## src/rtl/uxtd_pkg.sv

```systemverilog
// shared types, constants and lookup functions for the unix time date feature pipeline
package uxtd_pkg;

  // input transfer payload
  typedef struct packed {
    logic signed [63:0] timestamp_seconds;
    logic               missing_in;
  } in_t;

  // output transfer payload
  typedef struct packed {
    logic [2:0] day_of_week;
    logic [3:0] month_number;
    logic [8:0] day_of_year;
    logic [2:0] quarter_number;
    logic       is_weekend;
    logic       missing_out;
  } out_t;

  // 86400 = 128 * 675: the power of two goes away as an arithmetic shift
  localparam int DayShift = 7;
  localparam int RemW     = 27;  // width of a value below ModM
  localparam int SumW     = 45;  // width of the partial-product sum
  localparam int QuoW     = 19;  // width of the estimated quotient
  localparam int RedW     = 29;  // width of the partially reduced remainder
  localparam int DayW     = 18;  // width of a day within a 400-year era

  // ModM = 675 * 146097: shifted seconds modulo this give the day within an era
  localparam logic [63:0] ModM     = 64'd98615475;
  localparam logic [63:0] Pow32Mod = (64'd1 << 32) % ModM;
  localparam logic [63:0] Pow48Mod = (64'd1 << 48) % ModM;
  // the top chunk is biased by +256, this undoes 256 * 2^48 modulo ModM
  localparam logic [63:0] TopBias  = ModM - ((64'd1 << 56) % ModM);

  // quotient estimate for the sum: ((sum >> 20) * RecipM) >> 32
  localparam int          QuoPreShift  = 20;
  localparam int          QuoPostShift = 32;
  localparam logic [63:0] RecipM       = (64'd1 << 52) / ModM;

  // exact reciprocals, rounded up: floor(x / d) == (x * r) >> s over the operand range
  localparam int          DivSecShift  = 37;
  localparam logic [63:0] RecipSec     = ((64'd1 << 37) + 64'd674) / 64'd675;
  localparam int          Div7Shift    = 22;
  localparam logic [63:0] Recip7       = ((64'd1 << 22) + 64'd6) / 64'd7;
  localparam int          Div1460Shift = 29;
  localparam logic [63:0] Recip1460    = ((64'd1 << 29) + 64'd1459) / 64'd1460;
  localparam int          Div36524Shift = 34;
  localparam logic [63:0] Recip36524   = ((64'd1 << 34) + 64'd36523) / 64'd36524;
  localparam int          Div365Shift  = 27;
  localparam logic [63:0] Recip365     = ((64'd1 << 27) + 64'd364) / 64'd365;
  localparam int          Div153Shift  = 19;
  localparam logic [63:0] Recip153     = ((64'd1 << 19) + 64'd152) / 64'd153;

  // calendar constants
  localparam logic [18:0] EraOffset  = 19'd135080;  // 719468 mod 146097
  localparam logic [18:0] EraDays    = 19'd146097;
  localparam logic [17:0] EraLastDay = 18'd146096;
  localparam logic [18:0] WeekOffset = 19'd4;       // day zero was a thursday

  // reduced remainder handed from the modulus stages to the day split stages
  typedef struct packed {
    logic [RemW-1:0] rem;
    logic            missing;
  } red_t;

  // day within era and weekday handed to the civil date stages
  typedef struct packed {
    logic [DayW-1:0] doe;
    logic [2:0]      wd;
    logic            missing;
  } split_t;

  localparam logic [8:0] CumNorm [12] = '{9'd0, 9'd31, 9'd59, 9'd90, 9'd120, 9'd151,
                                          9'd181, 9'd212, 9'd243, 9'd273, 9'd304, 9'd334};
  localparam logic [8:0] CumLeap [12] = '{9'd0, 9'd31, 9'd60, 9'd91, 9'd121, 9'd152,
                                          9'd182, 9'd213, 9'd244, 9'd274, 9'd305, 9'd335};

  // first day of each march-based month, (153 * mp + 2) / 5
  function automatic logic [8:0] month_start(input logic [3:0] mp);
    logic [8:0] res;
    case (mp)
      4'd0:    res = 9'd0;
      4'd1:    res = 9'd31;
      4'd2:    res = 9'd61;
      4'd3:    res = 9'd92;
      4'd4:    res = 9'd122;
      4'd5:    res = 9'd153;
      4'd6:    res = 9'd184;
      4'd7:    res = 9'd214;
      4'd8:    res = 9'd245;
      4'd9:    res = 9'd275;
      4'd10:   res = 9'd306;
      4'd11:   res = 9'd337;
      default: res = 9'd0;
    endcase
    return res;
  endfunction

  // days before the month, january-based index
  function automatic logic [8:0] cum_days(input logic [3:0] idx, input logic leap);
    logic [8:0] res;
    res = 9'd0;
    if (idx < 4'd12) begin
      res = leap ? CumLeap[idx] : CumNorm[idx];
    end
    return res;
  endfunction

  // quarter from month 1 to 12
  function automatic logic [2:0] quarter_of(input logic [3:0] month);
    logic [2:0] res;
    case (month) inside
      [4'd1:4'd3]:   res = 3'd1;
      [4'd4:4'd6]:   res = 3'd2;
      [4'd7:4'd9]:   res = 3'd3;
      [4'd10:4'd12]: res = 3'd4;
      default:       res = 3'd0;
    endcase
    return res;
  endfunction

endpackage

```

## src/rtl/uxtd_mod_reduce.sv

```systemverilog
// five-stage reduction of the day-shifted timestamp modulo 675 * 146097
module uxtd_mod_reduce (
  input  logic             clk_i,
  input  logic             rst_ni,
  input  logic             en_i,
  input  logic             valid_i,
  input  uxtd_pkg::in_t    item_i,
  output logic             valid_o,
  output uxtd_pkg::red_t   red_o
);

  logic signed [63:0] shifted;
  logic [8:0]         top_biased;

  logic        s1_valid_q, s2_valid_q, s3_valid_q, s4_valid_q, s5_valid_q;
  logic        s1_miss_q, s2_miss_q, s3_miss_q, s4_miss_q;
  logic [31:0] s1_lo_d, s1_lo_q;
  logic [42:0] s1_mid_d, s1_mid_q;
  logic [35:0] s1_top_d, s1_top_q;

  logic [uxtd_pkg::SumW-1:0] s2_sum_d, s2_sum_q;

  logic [50:0]               s3_prod;
  logic [uxtd_pkg::QuoW-1:0] s3_quo_d, s3_quo_q;
  logic [uxtd_pkg::RedW-1:0] s3_low_q;

  logic [45:0]               s4_qm;
  logic [uxtd_pkg::RedW-1:0] s4_rem_d, s4_rem_q;

  logic [uxtd_pkg::RedW-1:0] s5_r1;
  logic [uxtd_pkg::RedW-1:0] s5_r2;
  uxtd_pkg::red_t            s5_d, s5_q;

  // floor by 128, then split into chunks with constant weights modulo ModM
  assign shifted    = item_i.timestamp_seconds >>> uxtd_pkg::DayShift;
  assign top_biased = {~shifted[56], shifted[55:48]};
  assign s1_lo_d    = shifted[31:0];
  assign s1_mid_d   = shifted[47:32] * uxtd_pkg::Pow32Mod[uxtd_pkg::RemW-1:0];
  assign s1_top_d   = top_biased * uxtd_pkg::Pow48Mod[uxtd_pkg::RemW-1:0];

  // sum of weighted chunks plus the bias correction
  assign s2_sum_d = uxtd_pkg::SumW'(s1_lo_q) + uxtd_pkg::SumW'(s1_mid_q)
                  + uxtd_pkg::SumW'(s1_top_q) + uxtd_pkg::TopBias[uxtd_pkg::SumW-1:0];

  // quotient estimate by reciprocal, never above the true quotient
  assign s3_prod  = s2_sum_q[uxtd_pkg::SumW-1:uxtd_pkg::QuoPreShift] * uxtd_pkg::RecipM[25:0];
  assign s3_quo_d = s3_prod[50:uxtd_pkg::QuoPostShift];

  // remainder is below twice ModM, so low bits suffice
  assign s4_qm    = s3_quo_q * uxtd_pkg::ModM[uxtd_pkg::RemW-1:0];
  assign s4_rem_d = s3_low_q - s4_qm[uxtd_pkg::RedW-1:0];

  // final correction subtracts
  always_comb begin
    s5_r1 = s4_rem_q;
    if (s5_r1 >= uxtd_pkg::ModM[uxtd_pkg::RedW-1:0]) begin
      s5_r1 = s5_r1 - uxtd_pkg::ModM[uxtd_pkg::RedW-1:0];
    end
    s5_r2 = s5_r1;
    if (s5_r2 >= uxtd_pkg::ModM[uxtd_pkg::RedW-1:0]) begin
      s5_r2 = s5_r2 - uxtd_pkg::ModM[uxtd_pkg::RedW-1:0];
    end
    s5_d.rem     = s5_r2[uxtd_pkg::RemW-1:0];
    s5_d.missing = s4_miss_q;
  end

  // valid bits
  always_ff @(posedge clk_i or negedge rst_ni) begin
    if (!rst_ni) begin
      s1_valid_q <= 1'b0;
      s2_valid_q <= 1'b0;
      s3_valid_q <= 1'b0;
      s4_valid_q <= 1'b0;
      s5_valid_q <= 1'b0;
    end else if (en_i) begin
      s1_valid_q <= valid_i;
      s2_valid_q <= s1_valid_q;
      s3_valid_q <= s2_valid_q;
      s4_valid_q <= s3_valid_q;
      s5_valid_q <= s4_valid_q;
    end
  end

  // stage payload
  always_ff @(posedge clk_i) begin
    if (en_i) begin
      s1_lo_q   <= s1_lo_d;
      s1_mid_q  <= s1_mid_d;
      s1_top_q  <= s1_top_d;
      s1_miss_q <= item_i.missing_in;
      s2_sum_q  <= s2_sum_d;
      s2_miss_q <= s1_miss_q;
      s3_quo_q  <= s3_quo_d;
      s3_low_q  <= s2_sum_q[uxtd_pkg::RedW-1:0];
      s3_miss_q <= s2_miss_q;
      s4_rem_q  <= s4_rem_d;
      s4_miss_q <= s3_miss_q;
      s5_q      <= s5_d;
    end
  end

  assign valid_o = s5_valid_q;
  assign red_o   = s5_q;

endmodule

```

## src/rtl/uxtd_day_split.sv

```systemverilog
// three stages: day within era, era offset and weekday
module uxtd_day_split (
  input  logic              clk_i,
  input  logic              rst_ni,
  input  logic              en_i,
  input  logic              valid_i,
  input  uxtd_pkg::red_t    red_i,
  output logic              valid_o,
  output uxtd_pkg::split_t  split_o
);

  logic s6_valid_q, s7_valid_q, s8_valid_q;
  logic s6_miss_q, s7_miss_q;

  logic [54:0]               s6_prod;
  logic [uxtd_pkg::DayW-1:0] s6_day_d, s6_day_q;

  logic [18:0]               s7_shift;
  logic [uxtd_pkg::DayW-1:0] s7_doe_d, s7_doe_q;
  logic [18:0]               s7_wk_d, s7_wk_q;
  logic [38:0]               s7_prod;
  logic [16:0]               s7_q7_d, s7_q7_q;

  uxtd_pkg::split_t s8_d, s8_q;

  // day within era from the reduced remainder, divide by 675
  assign s6_prod  = red_i.rem * uxtd_pkg::RecipSec[27:0];
  assign s6_day_d = s6_prod[54:uxtd_pkg::DivSecShift];

  // move to the march-based era and prepare the weekday divide
  assign s7_shift = {1'b0, s6_day_q} + uxtd_pkg::EraOffset;
  assign s7_doe_d = (s7_shift >= uxtd_pkg::EraDays)
                  ? uxtd_pkg::DayW'(s7_shift - uxtd_pkg::EraDays)
                  : s7_shift[uxtd_pkg::DayW-1:0];
  assign s7_wk_d  = {1'b0, s6_day_q} + uxtd_pkg::WeekOffset;
  assign s7_prod  = s7_wk_d * uxtd_pkg::Recip7[19:0];
  assign s7_q7_d  = s7_prod[38:uxtd_pkg::Div7Shift];

  // weekday: x - 7q equals x + q in the low three bits
  always_comb begin
    s8_d.doe     = s7_doe_q;
    s8_d.wd      = s7_wk_q[2:0] + s7_q7_q[2:0];
    s8_d.missing = s7_miss_q;
  end

  // valid bits
  always_ff @(posedge clk_i or negedge rst_ni) begin
    if (!rst_ni) begin
      s6_valid_q <= 1'b0;
      s7_valid_q <= 1'b0;
      s8_valid_q <= 1'b0;
    end else if (en_i) begin
      s6_valid_q <= valid_i;
      s7_valid_q <= s6_valid_q;
      s8_valid_q <= s7_valid_q;
    end
  end

  // stage payload
  always_ff @(posedge clk_i) begin
    if (en_i) begin
      s6_day_q  <= s6_day_d;
      s6_miss_q <= red_i.missing;
      s7_doe_q  <= s7_doe_d;
      s7_wk_q   <= s7_wk_d;
      s7_q7_q   <= s7_q7_d;
      s7_miss_q <= s6_miss_q;
      s8_q      <= s8_d;
    end
  end

  assign valid_o = s8_valid_q;
  assign split_o = s8_q;

endmodule

```

## src/rtl/uxtd_civil.sv

```systemverilog
// five stages: era corrections, year of era, day of year, month and the output register
module uxtd_civil (
  input  logic              clk_i,
  input  logic              rst_ni,
  input  logic              en_i,
  input  logic              valid_i,
  input  uxtd_pkg::split_t  split_i,
  output logic              valid_o,
  output uxtd_pkg::out_t    data_o
);

  logic ca_valid_q, cb_valid_q, cc_valid_q, cd_valid_q, ce_valid_q;
  logic ca_miss_q, cb_miss_q, cc_miss_q, cd_miss_q;
  logic [2:0] ca_wd_q, cb_wd_q, cc_wd_q, cd_wd_q;

  // stage a
  logic [36:0]               ca_p1460, ca_p36524;
  logic [7:0]                ca_n1460;
  logic [2:0]                ca_n36524;
  logic                      ca_last;
  logic [uxtd_pkg::DayW-1:0] ca_t_d, ca_t_q, ca_doe_q;

  // stage b
  logic [36:0]               cb_prod;
  logic [8:0]                cb_yoe_d, cb_yoe_q;
  logic [uxtd_pkg::DayW-1:0] cb_doe_q;

  // stage c
  logic [1:0]                cc_cent;
  logic [uxtd_pkg::DayW-1:0] cc_base;
  logic [uxtd_pkg::DayW-1:0] cc_diff;
  logic [8:0]                cc_doy_d, cc_doy_q, cc_yoe_q;

  // stage d
  logic [10:0] cd_num;
  logic [22:0] cd_prod;
  logic [3:0]  cd_mp_d, cd_mp_q;
  logic [8:0]  cd_doy_q, cd_yoe_q;

  // stage e
  logic [8:0]     ce_dom;
  logic [3:0]     ce_month;
  logic [8:0]     ce_ylocal;
  logic           ce_leap;
  uxtd_pkg::out_t ce_d, ce_q;

  // four-year, century and four-century corrections to the day of era
  assign ca_p1460  = split_i.doe * uxtd_pkg::Recip1460[18:0];
  assign ca_n1460  = ca_p1460[36:uxtd_pkg::Div1460Shift];
  assign ca_p36524 = split_i.doe * uxtd_pkg::Recip36524[18:0];
  assign ca_n36524 = ca_p36524[36:uxtd_pkg::Div36524Shift];
  assign ca_last   = (split_i.doe == uxtd_pkg::EraLastDay);
  assign ca_t_d    = split_i.doe - uxtd_pkg::DayW'(ca_n1460)
                   + uxtd_pkg::DayW'(ca_n36524) - uxtd_pkg::DayW'(ca_last);

  // year of era, divide by 365
  assign cb_prod  = ca_t_q * uxtd_pkg::Recip365[18:0];
  assign cb_yoe_d = cb_prod[35:uxtd_pkg::Div365Shift];

  // day of the march-based year
  always_comb begin
    if (cb_yoe_q >= 9'd300) begin
      cc_cent = 2'd3;
    end else if (cb_yoe_q >= 9'd200) begin
      cc_cent = 2'd2;
    end else if (cb_yoe_q >= 9'd100) begin
      cc_cent = 2'd1;
    end else begin
      cc_cent = 2'd0;
    end
    cc_base  = uxtd_pkg::DayW'(cb_yoe_q) * 18'd365 + uxtd_pkg::DayW'(cb_yoe_q[8:2])
             - uxtd_pkg::DayW'(cc_cent);
    cc_diff  = cb_doe_q - cc_base;
    cc_doy_d = cc_diff[8:0];
  end

  // march-based month, (5 * doy + 2) / 153
  assign cd_num  = 11'(cc_doy_q) * 11'd5 + 11'd2;
  assign cd_prod = cd_num * uxtd_pkg::Recip153[11:0];
  assign cd_mp_d = cd_prod[22:uxtd_pkg::Div153Shift];

  // calendar month, leap test within the era, output fields
  always_comb begin
    ce_dom    = cd_doy_q - uxtd_pkg::month_start(cd_mp_q) + 9'd1;
    ce_month  = (cd_mp_q < 4'd10) ? cd_mp_q + 4'd3 : cd_mp_q - 4'd9;
    ce_ylocal = cd_yoe_q + 9'((ce_month <= 4'd2) ? 1'b1 : 1'b0);
    ce_leap   = (ce_ylocal[1:0] == 2'd0) && (ce_ylocal != 9'd100)
             && (ce_ylocal != 9'd200) && (ce_ylocal != 9'd300);
    ce_d      = '0;
    if (cd_miss_q) begin
      ce_d.missing_out = 1'b1;
    end else begin
      ce_d.day_of_week    = cd_wd_q;
      ce_d.month_number   = ce_month;
      ce_d.day_of_year    = uxtd_pkg::cum_days(ce_month - 4'd1, ce_leap) + ce_dom;
      ce_d.quarter_number = uxtd_pkg::quarter_of(ce_month);
      ce_d.is_weekend     = (cd_wd_q == 3'd0) || (cd_wd_q == 3'd6);
    end
  end

  // valid bits
  always_ff @(posedge clk_i or negedge rst_ni) begin
    if (!rst_ni) begin
      ca_valid_q <= 1'b0;
      cb_valid_q <= 1'b0;
      cc_valid_q <= 1'b0;
      cd_valid_q <= 1'b0;
      ce_valid_q <= 1'b0;
    end else if (en_i) begin
      ca_valid_q <= valid_i;
      cb_valid_q <= ca_valid_q;
      cc_valid_q <= cb_valid_q;
      cd_valid_q <= cc_valid_q;
      ce_valid_q <= cd_valid_q;
    end
  end

  // stage payload
  always_ff @(posedge clk_i) begin
    if (en_i) begin
      ca_t_q    <= ca_t_d;
      ca_doe_q  <= split_i.doe;
      ca_wd_q   <= split_i.wd;
      ca_miss_q <= split_i.missing;
      cb_yoe_q  <= cb_yoe_d;
      cb_doe_q  <= ca_doe_q;
      cb_wd_q   <= ca_wd_q;
      cb_miss_q <= ca_miss_q;
      cc_doy_q  <= cc_doy_d;
      cc_yoe_q  <= cb_yoe_q;
      cc_wd_q   <= cb_wd_q;
      cc_miss_q <= cb_miss_q;
      cd_mp_q   <= cd_mp_d;
      cd_doy_q  <= cc_doy_q;
      cd_yoe_q  <= cc_yoe_q;
      cd_wd_q   <= cc_wd_q;
      cd_miss_q <= cc_miss_q;
      ce_q      <= ce_d;
    end
  end

  assign valid_o = ce_valid_q;
  assign data_o  = ce_q;

endmodule

```

## src/rtl/unix_time_date_features_core.sv

```systemverilog
// top level of the unix time date feature pipeline
// Turns a signed 64-bit unix timestamp in seconds into weekday (0 is sunday), month,
// day of year, quarter and a weekend flag of the proleptic gregorian date; a missing
// input gives missing_out set and all other fields zero. The pipeline takes one
// transfer every clock while it is not stalled: five stages reduce the timestamp modulo
// 675 * 146097 days-and-seconds with constant multipliers, three derive the day within
// the 400-year era and the weekday, and five work out the civil date, the last being
// the output register. When the output register holds a result that is not taken,
// the whole pipeline stalls and in_ready_o drops in the same cycle; nothing is lost
// or repeated. No state survives between items.
module unix_time_date_features_core (
  input  logic            clk_i,
  input  logic            rst_ni,
  input  logic            in_valid_i,
  output logic            in_ready_o,
  input  uxtd_pkg::in_t   in_data_i,
  output logic            out_valid_o,
  input  logic            out_ready_i,
  output uxtd_pkg::out_t  out_data_o
);

  logic             advance;
  logic             red_valid;
  uxtd_pkg::red_t   red;
  logic             split_valid;
  uxtd_pkg::split_t split;

  // the pipeline moves whenever the output register is free or being taken
  assign advance    = !out_valid_o || out_ready_i;
  assign in_ready_o = advance;

  uxtd_mod_reduce u_reduce (
    .clk_i   (clk_i),
    .rst_ni  (rst_ni),
    .en_i    (advance),
    .valid_i (in_valid_i),
    .item_i  (in_data_i),
    .valid_o (red_valid),
    .red_o   (red)
  );

  uxtd_day_split u_split (
    .clk_i   (clk_i),
    .rst_ni  (rst_ni),
    .en_i    (advance),
    .valid_i (red_valid),
    .red_i   (red),
    .valid_o (split_valid),
    .split_o (split)
  );

  uxtd_civil u_civil (
    .clk_i   (clk_i),
    .rst_ni  (rst_ni),
    .en_i    (advance),
    .valid_i (split_valid),
    .split_i (split),
    .valid_o (out_valid_o),
    .data_o  (out_data_o)
  );

endmodule

```

## config.mk

```make
export PLATFORM = sky130hd
export DESIGN_NAME = unix_time_date_features_core
export DESIGN_NICKNAME = d
export VERILOG_FILES = /design/src/rtl/uxtd_pkg.sv /design/src/rtl/uxtd_mod_reduce.sv /design/src/rtl/uxtd_day_split.sv /design/src/rtl/uxtd_civil.sv /design/src/rtl/unix_time_date_features_core.sv
export SDC_FILE = /design/constraint.sdc
export NUM_CORES = 2
export LEC_CHECK = 0
export BUFFER_PORTS_ARGS = -buffer_cell sky130_fd_sc_hd__buf_4
export CORE_ASPECT_RATIO = 0.5
export CORE_MARGIN = 2
export CORE_UTILIZATION = 67
export CTS_CLUSTER_SIZE = 10
export DETAILED_ROUTE_END_ITERATION = 6
export GPL_ROUTABILITY_DRIVEN = 1
export HOLD_SLACK_MARGIN = 0.08
export PLACE_DENSITY_LB_ADDON = 0.1
export SETUP_SLACK_MARGIN = 0.1
export SYNTH_ARGS = -nofsm -noshare
export SYNTH_HDL_FRONTEND = slang
export SYNTH_HIERARCHICAL = 1
export SYNTH_SLANG_ARGS = --single-unit
```

## constraint.sdc

```tcl
create_clock -name clk_i -period 17.62 [get_ports clk_i]
set_input_delay 1.762 -clock clk_i [delete_from_list [all_inputs] [get_ports clk_i]]
set_output_delay 1.762 -clock clk_i [all_outputs]
set_load 0.01 [all_outputs]
```

; Word-level counts from Yosys, hierarchy flattened
; Memory sizes are Yosys's and may differ from the RTL's. A register that Yosys moved wholly into a read port is not among the register bits.
; Cells that the tools add are included.
[word_totals]
ff_bits = 465
mem_bits_ro = 432
input_bits = 69
output_inout_bits = 23
elab_cells = 159
n_memories = 3
[memory_table]
columns = memory, depth, width, read_ports, rd_ports_with_merged_regs, write_ports, line_no
row1 = (name not given), 16, 9, 1, 0, 0, uxtd_pkg.sv:104  ; res = leap ? CumLeap[idx] : CumNorm[idx];
row2 = (name not given), 16, 9, 1, 0, 0, uxtd_pkg.sv:104
row3 = (name not given), 16, 9, 1, 1, 0, uxtd_pkg.sv:81  ; case (mp)
[classes]
add_sub_neg = 24
multipliers = 12
order_cmp = 18
eq_ne = 5
muxes = 21
n_bitwise = 2
n_reduce_logical = 14
[ops]
columns = operator, n
row1 = 2-to-1 mux 9 bit, 7
row2 = >= comparator 29 x 27 -> 1 bit (second input constant), 2
row3 = multiplier 27 x 28 -> 55 bit (second input constant), 1
row4 = multiplier 25 x 26 -> 51 bit (second input constant), 1
row5 = adder 45 x 26 -> 45 bit (second input constant), 1
row6 = adder 45 x 36 -> 45 bit, 1
row7 = adder 32 x 42 -> 43 bit, 1
row8 = multiplier 16 x 26 -> 42 bit (second input constant), 1
row9 = multiplier 18 x 19 -> 37 bit (second input constant), 1
row10 = multiplier 9 x 27 -> 36 bit (second input constant), 1
row11 = multiplier 18 x 16 -> 34 bit (second input constant), 1
row12 = multiplier 18 x 16 -> 33 bit (second input constant), 1
row13 = multiplier 19 x 27 -> 29 bit (second input constant), 1
row14 = 2-to-1 mux 29 bit, 1
row15 = subtractor 29 x 27 -> 29 bit (second input constant), 1
row16 = subtractor 29 bit, 1
row17 = 2-to-1 mux 27 bit, 1
row18 = subtractor 27 bit (second input constant), 1
row19 = multiplier 19 x 20 -> 25 bit (second input constant), 1
row20 = multiplier 11 x 12 -> 23 bit (second input constant), 1
row21 = adder 18 x 18 -> 19 bit (second input constant), 1
row22 = adder 18 x 3 -> 19 bit (second input constant), 1
row23 = >= comparator 19 x 18 -> 1 bit (second input constant), 1
row24 = adder 18 x 3 -> 18 bit, 1
row25 = other kinds (45), 65

; Depth between registers and ports, before layout
[logic_depth]
depth_word = 13
ltp_mapped = 36
mapped_depth_nobuf = 36

; Modules after synthesis
; The synthesis kept the hierarchy.
[modules_own_cells]
columns = module, instances, cells_per_inst, area_per_inst_um2, seq_area_each_um2
row1 = uxtd_mod_reduce, 1, 3793, 40766.6, 7992.7
row2 = uxtd_civil, 1, 2412, 26092.5, 3968.8
row3 = uxtd_day_split, 1, 1631, 16832.4, 2057.0
row4 = unix_time_date_features_core, 1, 1, 6.3, 0.0

; Least setup slack after synthesis
; OpenSTA, ideal clock, no wires.
[synth_timing]
kind = input to register
from = in out_ready_i
to = reg (tool-made name)
setup_time_ns = 0.119
arrival_ns = 14.549
required_time_ns = 17.501
path_slack_ns = 2.952
path_stages = 7
path_buffers = 1
cell_sequence = nand2b_1 clkbuf_1 mux2i_1 ha_1 inv_1 mux2_2 o2bb2ai_1
[synth_rtl]
columns = element, line_no
row1 = from (decl), unix_time_date_features_core.sv:18  ; input logic out_ready_i,

; Worst setup path after layout
[layout_timing]
from = reg u_split.s8_q (netlist bit u_split/split_o[10])
to = reg u_civil/ca_t_q[16] (netlist name), data pin
[layout_via]
elab_chain_cells = 4
elab_cells_between_ends = 6
cone_classes = add/sub (3) / mul (2) / eq/ne (1)
[layout_lines]
columns = element, line_no
row1 = from (decl), uxtd_day_split.sv:24  ; uxtd_pkg::split_t s8_d, s8_q;
row2 = from (signal assigned), uxtd_day_split.sv:68  ; s8_q <= s8_d;
row3 = multiplier 18 x 16 -> 34 bit, uxtd_civil.sv:48  ; assign ca_p1460 = split_i.doe * uxtd_pkg::Recip1460[18:0];
row4 = subtractor 18 x 8 -> 18 bit, uxtd_civil.sv:53  ; assign ca_t_d = split_i.doe - uxtd_pkg::DayW'(ca_n1460)
row5 = adder 18 x 3 -> 18 bit, uxtd_civil.sv:54  ; + uxtd_pkg::DayW'(ca_n36524) - uxtd_pkg::DayW'(ca_last);
row6 = subtractor 18 x 1 -> 18 bit (*), uxtd_civil.sv:54
row7 = via u_civil.ca_t_d (one bit), uxtd_civil.sv:21  ; logic [uxtd_pkg::DayW-1:0] ca_t_d, ca_t_q, ca_doe_q;
row8 = to (signal assigned), uxtd_civil.sv:121  ; ca_t_q <= ca_t_d;
row9 = to (decl), uxtd_civil.sv:21
; The timed path passes the listed nets; every way through them passes the cells marked *.
; A chain may end at the register's enable or synchronous reset.

==> results.toml <==
[status]
status = "finished, final reports clean"

[final_layout]
fillCellCount = 9196
fin_nets = 11000
final_common_cell = "inv_1"
syn_to_final_growth_pct = 5.10
layoutNonFillerInstCount = 9658
final_cell_mix = "inv_1 (2,159), ha_1 (1,715), fa_1 (1,287)"
drive_gt1_share_pct = 3.56
multi_input_area_mm2 = 0.0613
regArea_mm2 = 0.0140

[floorplanning]
rows = 91
die_w_um = 504
die-area_mm2 = 0.128
dieHeight_um = 254
start_util_pct = 67.8
core_mm2 = 0.124
io_pins = 92

[logic_synthesis]
yosys.area.top_type = "fa_1"
yosys_most_used_dff = "edfxtp_1"
synth_area_mm2 = 0.0837
yosysUniqueCellTypes = 123
ys_ff_latch = 472
ys_warn_count = 6
synthArstFlopShare_pct = 2.75
synth_edf_count = 450
yosysTopAreaCellShare_pct = 30.8
syn_nets = 10900
synth_area_leaders = "fa_1 (31%), ha_1 (26%), edfxtp_1 (16%)"
syn_avg_cell_area_um2 = 10.7
syn_inst = 7837
ys_seq_area_share_pct = 16.7

[sta]
drv_slew = 0
final-setup-viol-count = 0
hold_viol_final = 0
fin_hold_ws_ns = 0.409
fin_tns_setup_ns = 0
fmax_mhz = 101
period_share_pct = 55.9
tightestPinTransition_ns = 0.967
period_minus_slack_ns = 9.85
maxSlewHeadroom_pct = 35.6
fin_skew_ns = 0.0283
rsz0062_at_grt = "no"

[place]
place_inst = 9570
hpwl_um = 152000
place.gp.congestion = 0.984
port_buffers = 84

[clock_tree]
cts.sinks = 472
clock_path_buffers = 3
clk_pin_slew_ns = 0.06
cts-hold-fix-buffers = 0
ctsResizeCount = 0
clock_latency_ns = 0.64
cts_tree = "built"
root_buffer = "clkbuf_16"
post_cts_buffers = 0
cts-htree-levels = 2
numCtsBuffers = 55

[critical_path]
crit_path_start_kind = "flop"
reg2regPathDepth = 32
critPathKind = "reg -> reg"
cpMostUsedCell = "fa_1"
r2r_start = "u_split/split_o[10]$_DFFE_PP_"
cp_slowest_cell = "edfxtp_1"
r2r_end = "u_civil/ca_t_q[16]$_DFFE_PP_"
arrival_ns = 10.22
required_ns = 17.98
reg2reg_slack_ns = 7.77
critical_path.startpoint = "u_split/split_o[10]$_DFFE_PP_"
cp-endpoint = "u_civil/ca_t_q[16]$_DFFE_PP_"
cp_max_fo = 13
slowest_delay_ns = 0.85
endpoint_kind = "flop"

[min_path]
hold_path_depth = 0
hold_path_class = "reg -> reg"

[route]
drt_iter0_drc = 3165
drtPass1Iterations = 5
wl_per_cell_um = 18.4
vias = 53300
viasPerCell = 5.52
ant_nets = 0
drc_errors = 0
wl_um = 177000

[grt]
grt_pass1_wl_um = 294000
track_usage_pct = 29.0
grt-ovfl-total = 0
grt_max_degree = 79
grt_pass1_vias = 56900
antenna_found_initial = 1

[flow_run]
cap_violations = 0
-- sequential cells by signal, indices dropped and copies added, names as in the netlist, 22 cells and up, named ones only --
| register | cells |
|---|---|
| u_reduce/s3_low_q | 29 |
| u_reduce/s1_top_q | 36 |
| u_reduce/s4_rem_q | 29 |
| u_reduce/red_o | 28 |
| u_reduce/s2_sum_q | 43 |
| u_reduce/s1_mid_q | 42 |
| u_split/split_o | 22 |
| u_reduce/s1_lo_q | 32 |
-- area by class of cell --
type	instances	area share [%]
inverters	2160	9.22
well taps	1674	2.38
flip-flops and latches	472	15.9
multi-input cells	5153	69.7
clock inverters	6	0.0825
diodes	1	0.00284
repair buffers	111	0.947
clock buffers	81	1.76
-- logic make-up (layout without fill, tap and decap cells) --
family	count (synthesis)	in the layout	synth area share, %
adder cells (fa/ha/maj)	3002	3002	56.4
buffers and inverters	2212	2358	10.0
AO/OA/AOI/OAI	877	877	7.14
AND/OR/NAND/NOR	875	875	5.32
flip-flops	472	472	16.7
XOR/XNOR	366	366	3.90
multiplexers	33	33	0.438
other	0	1	0
-- synth_stat cells, types with 13 or more instances --
master,n
o21a_1,51
mux2i_1,13
nor4_1,14
and2_1,29
fa_1,1287
clkbuf_1,25
and3_1,35
or2_2,25
nand3_1,90
xnor2_1,275
xor2_1,86
nor3_1,67
nor2_1,211
o21ai_0,130
nand2_1,195
dfrtp_1,13
ha_1,1715
a31oi_1,29
o21bai_1,34
a21o_1,115
nand4_1,30
nand2b_1,36
nor2b_1,46
inv_1,2159
o211ai_1,25
a211oi_1,28
mux2_2,18
edfxtp_1,450
a21oi_1,264
or3_1,29
-- worst max-delay path: cells and delay by family, from the launching register on --
family | cells | cell delay [ns]
fa+ha+maj | 11 | 4.84
compound gates | 8 | 1.90
simple gates | 5 | 1.36
flops | 1 | 0.85
buf+inv | 6 | 0.33
xor+xnor | 2 | 0.29
-- worst min path at each step --
stage	endpoint	from	slack (ns)
floorplan	u_civil/ca_miss_q$_DFFE_PP_	u_split/split_o[0]$_DFFE_PP_	0.40
global placement	u_civil/cb_doe_q[1]$_DFFE_PP_	u_civil/ca_doe_q[1]$_DFFE_PP_	0.40
detailed placement	u_civil/cb_doe_q[6]$_DFFE_PP_	u_civil/ca_doe_q[6]$_DFFE_PP_	0.40
CTS	u_reduce/s3_low_q[10]$_DFFE_PP_	u_reduce/s2_sum_q[10]$_DFFE_PP_	0.41
global route	u_reduce/s3_low_q[10]$_DFFE_PP_	u_reduce/s2_sum_q[10]$_DFFE_PP_	0.41
finish	u_split/split_o[20]$_DFFE_PP_	u_split/s7_doe_q[16]$_DFFE_PP_	0.41
-- layer usage --
metal,up-vias,track usage (%),wire length (µm)
met3,298,3.91,8790
li1,25400,-,-
met2,1197,50.5,87000
met1,26400,38.4,76700
met4,0,7.73,4880
met5,-,0,0
-- per-stage QoR --
| stage | setup WS [ns] | utilization, % | area [µm²] |
|---|---|---|---|
| after floorplan | 2.95 | - | 83700 |
| after global placement | 7.81 | 69.9 | 86300 |
| after CTS | 7.69 | 71.2 | 88000 |
| final | 7.77 | 71.2 | 88000 |
| after global routing | 7.19 | 71.2 | 88000 |
| after detailed placement | 7.69 | 69.9 | 86300 |
Power is not shown: default switching activity piles up to over one toggle a cycle in this logic, so the estimate is an artifact.
